## src/sv/qolm_pkg.sv

```systemverilog
// Package: types, constants and fixed-point helpers for the observer/LQR mixer.
`timescale 1ns / 1ps
package qolm_pkg;

	localparam int FRAC_BITS = 16;

	typedef struct packed {
		logic signed [31:0] target_x;
		logic signed [31:0] target_y;
		logic signed [31:0] target_z;
		logic signed [31:0] gyro_x;
		logic signed [31:0] gyro_y;
		logic signed [31:0] gyro_z;
		logic signed [31:0] accel_z;
		logic signed [31:0] flow_x;
		logic signed [31:0] flow_y;
		logic signed [31:0] range;
		logic               motors_off;
		logic               clear_estimate;
	} in_item_t;

	typedef struct packed {
		logic [15:0] motor_one;
		logic [15:0] motor_two;
		logic [15:0] motor_three;
		logic [15:0] motor_four;
	} out_item_t;

	typedef enum logic [1:0] {ST_IDLE, ST_ISSUE, ST_WB, ST_DONE} st_t;

	typedef enum logic [5:0] {
		OP_WX, OP_WY, OP_WZ, OP_AZ, OP_NXE, OP_NYE, OP_RZ, OP_PZ, OP_PX, OP_PY,
		OP_YA, OP_TH, OP_PI, OP_PH, OP_RO, OP_VXG, OP_VXL, OP_VX, OP_VYG, OP_VYL,
		OP_VY, OP_VZL, OP_VZ, OP_TX0, OP_TX1, OP_TX2, OP_TX3, OP_TY0, OP_TY1,
		OP_TY2, OP_TY3, OP_TZ0, OP_TZ1, OP_FZ0, OP_FZ1, OP_MIX
	} op_t;

	// Observer constants, Q24
	localparam logic signed [31:0] K_D2R  = 32'sd292818;
	localparam logic signed [31:0] K_G    = 32'sd164584489;
	localparam logic signed [31:0] K_FLOW = 32'sd68661691;
	localparam logic signed [31:0] K_DT   = 32'sd33554;
	localparam logic signed [31:0] L_RZ   = 32'sd331535790;
	localparam logic signed [31:0] L_TH   = 32'sd250098;
	localparam logic signed [31:0] L_PH   = 32'sd203474;
	localparam logic signed [31:0] L_VX   = 32'sd3508519;
	localparam logic signed [31:0] L_VY   = 32'sd3663674;
	localparam logic signed [31:0] L_VZ   = 32'sd1631584256;

	// Controller gains, Q32, with their signs folded in
	localparam logic signed [31:0] C_PY  = 32'sd13913203;
	localparam logic signed [31:0] NC_RO = -32'sd23231349;
	localparam logic signed [31:0] C_VY  = 32'sd8581345;
	localparam logic signed [31:0] NC_WX = -32'sd2620102;
	localparam logic signed [31:0] NC_PX = -32'sd10777147;
	localparam logic signed [31:0] NC_PI = -32'sd23066766;
	localparam logic signed [31:0] NC_VX = -32'sd8368959;
	localparam logic signed [31:0] NC_WY = -32'sd2616022;
	localparam logic signed [31:0] NC_YA = -32'sd1977059;
	localparam logic signed [31:0] NC_WZ = -32'sd680452;
	localparam logic signed [31:0] NC_PZ = -32'sd927547709;
	localparam logic signed [31:0] NC_VZ = -32'sd541920544;
	localparam logic signed [63:0] FB_TERM = 64'sd1348276134 <<< FRAC_BITS;

	localparam logic signed [31:0] MIX_A = 32'sd3968254;
	localparam logic signed [31:0] MIX_B = 32'sd116822430;
	localparam logic signed [31:0] MIX_C = 32'sd119048;

	// Gravity in signal format, rounded half up from Q24
	localparam logic signed [63:0] GF_WIDE = (FRAC_BITS == 24) ? 64'(K_G) :
		((64'(K_G) + (64'sd1 <<< (23 - FRAC_BITS))) >>> (24 - FRAC_BITS));
	localparam logic signed [31:0] GF = GF_WIDE[31:0];

	localparam logic signed [63:0] TAU_LIM = 64'sd1 <<< 33;

	function automatic logic signed [31:0] sat32(input logic signed [63:0] v);
		if (v > 64'sd2147483647)
			return 32'sh7fffffff;
		if (v < -64'sd2147483648)
			return 32'sh80000000;
		return v[31:0];
	endfunction

	// Product of a signal and a Q24 constant back to signal format
	function automatic logic signed [31:0] mq_rnd(input logic signed [63:0] p);
		return sat32((p + (64'sd1 <<< 23)) >>> 24);
	endfunction

	function automatic logic signed [34:0] tau_clamp(input logic signed [63:0] p);
		logic signed [63:0] r;
		r = (p + (64'sd1 <<< (FRAC_BITS - 1))) >>> FRAC_BITS;
		if (r > TAU_LIM)
			r = TAU_LIM;
		if (r < -TAU_LIM)
			r = -TAU_LIM;
		return r[34:0];
	endfunction

	function automatic logic [15:0] motor_sat(input logic signed [63:0] p);
		logic signed [63:0] r;
		r = (p + (64'sd1 <<< 31)) >>> 32;
		if (r < 64'sd0)
			return 16'd0;
		if (r > 64'sd65535)
			return 16'hffff;
		return r[15:0];
	endfunction

	// Mixer sign pattern: motor m, term j (roll, pitch, yaw, thrust)
	function automatic logic signed [31:0] mix_coef(input logic [1:0] m, input logic [1:0] j);
		logic signed [31:0] c;
		case (j)
			2'd0: c = (m[1]) ? MIX_A : -MIX_A;
			2'd1: c = (m == 2'd1 || m == 2'd2) ? MIX_A : -MIX_A;
			2'd2: c = (m[0]) ? MIX_B : -MIX_B;
			default: c = MIX_C;
		endcase
		return c;
	endfunction

endpackage

```

## src/sv/qolm_mul.sv

```systemverilog
// Shared signed multiplier with registered product.
`timescale 1ns / 1ps
module qolm_mul
	import qolm_pkg::*;
(
	input  logic               clk,
	input  logic               en,
	input  logic signed [35:0] a,
	input  logic signed [31:0] k,
	output logic signed [63:0] p_q
);
	logic signed [67:0] full;

	assign full = a * k;

	always_ff @(posedge clk) begin
		if (en)
			p_q <= full[63:0];
	end
endmodule

```

## config.mk

```make
export PLATFORM = sky130hd
export DESIGN_NAME = qolm_mul
export DESIGN_NICKNAME = d
export VERILOG_FILES = /design/src/sv/qolm_pkg.sv /design/src/sv/qolm_mul.sv
export SDC_FILE = /design/constraint.sdc
export NUM_CORES = 2
export LEC_CHECK = 0
export BUFFER_PORTS_ARGS = -buffer_cell sky130_fd_sc_hd__buf_4
export CAP_MARGIN = 20
export CORE_ASPECT_RATIO = 0.8
export CORE_UTILIZATION = 60
export DETAILED_ROUTE_END_ITERATION = 10
export PLACE_DENSITY = 0.77
export SYNTH_ARGS = -nofsm -noshare
export SYNTH_HDL_FRONTEND = slang
export SYNTH_SLANG_ARGS = --single-unit
export TNS_END_PERCENT = 20
```

## constraint.sdc

```tcl
create_clock -name clk -period 10.4 [get_ports clk]
set_input_delay 1.56 -clock clk [delete_from_list [all_inputs] [get_ports clk]]
set_output_delay 1.56 -clock clk [all_outputs]
set_load 0.03 [all_outputs]
```

==> flow_results.xml <==
<?xml version="1.0" encoding="UTF-8"?>
<metrics>
  <group name="status">
    <metric name="outcome" unit="">finished clean</metric>
  </group>
  <group name="final_layout">
    <metric name="antenna_cells" unit="">0</metric>
    <metric name="ff_latch_area" unit="sq um">1920</metric>
    <metric name="multi_input_area" unit="sq um">33900</metric>
    <metric name="regMostFlops" unit="">p_q</metric>
    <metric name="area_growth_syn_to_layout" unit="%">3.86</metric>
    <metric name="top_regs" unit="">p_q: 64 flops</metric>
    <metric name="drive_gt1_share" unit="%">4.79</metric>
    <metric name="layout_common_cells" unit="">sky130_fd_sc_hd__fa_1, sky130_fd_sc_hd__inv_1, sky130_fd_sc_hd__nand2_1, sky130_fd_sc_hd__and2_1, sky130_fd_sc_hd__ha_1</metric>
    <metric name="nNetsFinal" unit="">5522</metric>
    <metric name="fillers" unit="">5258</metric>
    <metric name="layout.cells.most_common" unit="">sky130_fd_sc_hd__fa_1</metric>
    <metric name="largest_register_ff_count" unit="">64</metric>
  </group>
  <group name="route">
    <metric name="drt_pass1_iterations" unit="">6</metric>
    <metric name="wl_per_cell" unit="um">22.3</metric>
    <metric name="initial_drt_markers" unit="">3016</metric>
    <metric name="antenna_left" unit="">0</metric>
    <metric name="drt_drc_violations_left" unit="">0</metric>
    <metric name="detailroute.via_count" unit="">28400</metric>
    <metric name="avgViaCountPerCell" unit="">5.70</metric>
    <metric name="totalWireLength" unit="um">111000</metric>
  </group>
  <group name="logic_synthesis">
    <metric name="synth.net_count" unit="">5594</metric>
    <metric name="syn-cell-area" unit="sq um">40400</metric>
    <metric name="yosys_warnings" unit="">0</metric>
    <metric name="ys_dominant_reg_cell" unit="">sky130_fd_sc_hd__edfxtp_1</metric>
    <metric name="yosys.cell_types.count" unit="">70</metric>
    <metric name="postSynthRegisterBits" unit="">64</metric>
    <metric name="avgSynthCellArea" unit="sq um">9.68</metric>
    <metric name="ys_async_sr_fraction" unit="%">0</metric>
    <metric name="seq_area_frac_synth" unit="%">4.75</metric>
    <metric name="synth_edf_count" unit="">64</metric>
    <metric name="syn_inst" unit="">4180</metric>
  </group>
  <group name="sta">
    <metric name="timing.final.setup_violations" unit="">0</metric>
    <metric name="timing.final.hold_violations" unit="">0</metric>
    <metric name="fin_crit" unit="ns">9.53</metric>
    <metric name="setup_repair_after_global_routing_missed_its_margin" unit="">no</metric>
    <metric name="worst_slew_margin_rel" unit="%">40.3</metric>
    <metric name="worst-slew-pin-transition" unit="ns">0.895</metric>
    <metric name="post-route-period-util" unit="%">91.7</metric>
    <metric name="final_max_slew_viol_count" unit="">0</metric>
    <metric name="fin_setup_tns" unit="ns">0</metric>
    <metric name="fmaxAchievable" unit="GHz">0.105</metric>
  </group>
  <group name="critical_path">
    <metric name="critical_path_buf_inv_count" unit="">5</metric>
    <metric name="critPathArrivalTime" unit="ns">9.64</metric>
    <metric name="cp-endpoint" unit="">p_q[63]$_DFFE_PP_</metric>
    <metric name="critPathMaxFanout" unit="">36</metric>
    <metric name="setup.worst_path.end_class" unit="">register</metric>
    <metric name="crit_top_cell" unit="">sky130_fd_sc_hd__fa_1</metric>
    <metric name="timing.critical_path.cells" unit="">buf_4 &gt; and2_1 &gt; fa_1 &gt; fa_1 &gt; fa_1 &gt; inv_1 &gt; fa_1 &gt; inv_1 &gt; fa_1 &gt; fa_1 &gt; inv_1 &gt; fa_1 &gt; inv_1 &gt; fa_1 &gt; ha_1 &gt; a21o_1 &gt; a21oi_1 &gt; nor2_1 &gt; a2111o_1 &gt; a31oi_1 &gt; o21ai_1 &gt; a21oi_1 &gt; xnor2_1</metric>
    <metric name="cp-start-kind" unit="">primary input</metric>
    <metric name="worst_path_max_delay_cell" unit="">sky130_fd_sc_hd__fa_1</metric>
    <metric name="timing.critical_path.from" unit="">k[3]</metric>
    <metric name="crit_cells" unit="">23</metric>
    <metric name="worst_path_largest_cell_delay" unit="ns">0.86</metric>
    <metric name="worst_ep_required_time" unit="ns">10.51</metric>
    <metric name="critical-path-top-delay-family" unit="">adder cells</metric>
    <metric name="critical_path_class" unit="">in2reg</metric>
  </group>
  <group name="clock_network">
    <metric name="cts_hold_buffers" unit="">0</metric>
    <metric name="cts.sink_count" unit="">64</metric>
    <metric name="number_of_gates_resized_after_cts" unit="">0</metric>
    <metric name="cts_inserted_buffers" unit="">9</metric>
    <metric name="clk_transition_reported_paths" unit="ns">0.07</metric>
    <metric name="ctsRootBufferMaster" unit="">sky130_fd_sc_hd__clkbuf_16</metric>
    <metric name="clock_tree_buffer_depth" unit="">2</metric>
    <metric name="post_cts_buffers" unit="">0</metric>
    <metric name="cts_max_level" unit="">3</metric>
    <metric name="cts_tree" unit="">yes</metric>
  </group>
  <group name="hold_path">
    <metric name="worst_hold_path_type" unit="">in2reg</metric>
    <metric name="hold_path_depth" unit="">2</metric>
  </group>
  <group name="floorplanning">
    <metric name="initial_core_util" unit="%">61.1</metric>
    <metric name="area_of_the_die" unit="sq um">68500</metric>
    <metric name="design.core.area" unit="sq um">66200</metric>
    <metric name="num_rows" unit="">84</metric>
    <metric name="boundaryPins" unit="">134</metric>
    <metric name="die_y" unit="um">234</metric>
    <metric name="die_w" unit="um">292</metric>
  </group>
  <group name="job">
    <metric name="max_cap_violations" unit="">0</metric>
  </group>
  <group name="grt">
    <metric name="antenna_found_initial" unit="">0</metric>
    <metric name="grtUsageTotal" unit="%">35.1</metric>
    <metric name="maximum_number_of_pins_on_one_net_before_global_route_repair" unit="">65</metric>
    <metric name="grt_pass1_wl" unit="um">179000</metric>
    <metric name="grt_pass1_vias" unit="">30300</metric>
    <metric name="grt.overflow.total" unit="">0</metric>
  </group>
  <group name="placed_design">
    <metric name="detailed_place_hpwl" unit="um">89800</metric>
    <metric name="port_buffers" unit="">133</metric>
    <metric name="global_placement_routability_congestion" unit="">0.978</metric>
  </group>
</metrics>
stage by stage:
| stage | instance area, sq um | std cells | setup WS (ns) | hold WS (ns) | util [%] |
|---|---|---|---|---|---|
| after global placement | 41700 | 4957 | 0.793 | 2.01 | 63.0 |
| final | 42000 | 4973 | 0.866 | 1.74 | 63.4 |
| after floorplan | 40400 | 4180 | 1.43 | 1.67 | - |
| after global routing | 42000 | 4973 | 0.523 | 1.75 | 63.4 |
| after detailed placement | 41700 | 4957 | 0.633 | 2.01 | 63.0 |
| after CTS | 42000 | 4973 | 0.996 | 1.72 | 63.4 |
how the worst min path moves through the flow:
stage                      start               end  slack [ns]
2_1_floorplan                 en  p_q[0]$_DFFE_PP_        1.67
3_3_place_gp    p_q[0]$_DFFE_PP_            p_q[0]        2.01
3_5_place_dp   p_q[34]$_DFFE_PP_           p_q[34]        2.01
4_1_cts                     a[0]  p_q[0]$_DFFE_PP_        1.72
5_1_grt                     a[0]  p_q[0]$_DFFE_PP_        1.75
6_report                    a[0]  p_q[0]$_DFFE_PP_        1.74
cell families (layout without fill, tap and decap cells):
family	count (synthesis)	after routing	share of synthesized area [%]
AND/OR/NAND/NOR	1283	1283	15.8
AO/OA/AOI/OAI	189	189	3.27
buffers and inverters	1222	1155	11.4
adder cells (fa/ha/maj)	1344	1344	63.1
XOR/XNOR	78	78	1.69
flip-flops	64	64	4.75
metal layers:
metal	up-vias	track usage [%]	share of wire, %
li1	11800	-	-
met1	14600	53.2	41
met2	1878	46.1	39
met3	137	16.5	18
met4	0	5.92	1.5
met5	-	0	0
layout make-up:
cell class,instances,area share [%]
tap,860,2.56
multi-input combinational,2894,80.7
clock inverter,7,0.113
inverter,989,8.84
timing repair buffer,150,2.68
clock buffer,9,0.536
sequential,64,4.58
Yosys cell counts, types with 3 or more instances:
master                     instances  area [sq um]
sky130_fd_sc_hd__a211oi_1         12          90.1
sky130_fd_sc_hd__a21boi_0          3          22.5
sky130_fd_sc_hd__a21o_1           22           165
sky130_fd_sc_hd__a21o_2            6          52.6
sky130_fd_sc_hd__a21oi_1          53           265
sky130_fd_sc_hd__a31oi_1          10          62.6
sky130_fd_sc_hd__and2_1          557          3480
sky130_fd_sc_hd__and3_1            6          37.5
sky130_fd_sc_hd__and3_2            3          22.5
sky130_fd_sc_hd__clkbuf_1        223           837
sky130_fd_sc_hd__edfxtp_1         64          1920
sky130_fd_sc_hd__fa_1           1157         23200
sky130_fd_sc_hd__ha_1            187          2340
sky130_fd_sc_hd__inv_1           988          3710
sky130_fd_sc_hd__nand2_1         588          2210
sky130_fd_sc_hd__nand2b_1         16           100
sky130_fd_sc_hd__nand3_1          18          90.1
sky130_fd_sc_hd__nand4_1           5          31.3
sky130_fd_sc_hd__nor2_1           64           240
sky130_fd_sc_hd__nor2b_1           3          18.8
sky130_fd_sc_hd__nor3_1            8          40.0
sky130_fd_sc_hd__o211ai_1          5          37.5
sky130_fd_sc_hd__o21a_1           11          82.6
sky130_fd_sc_hd__o21ai_0          27           135
sky130_fd_sc_hd__o21ai_1           3          15.0
sky130_fd_sc_hd__o21bai_1          6          45.0
sky130_fd_sc_hd__o31a_1            3          26.3
sky130_fd_sc_hd__xnor2_1          58           508
sky130_fd_sc_hd__xor2_1           20           175
Power is not shown: default switching activity piles up to over one toggle a cycle in this logic, so the estimate is an artifact.
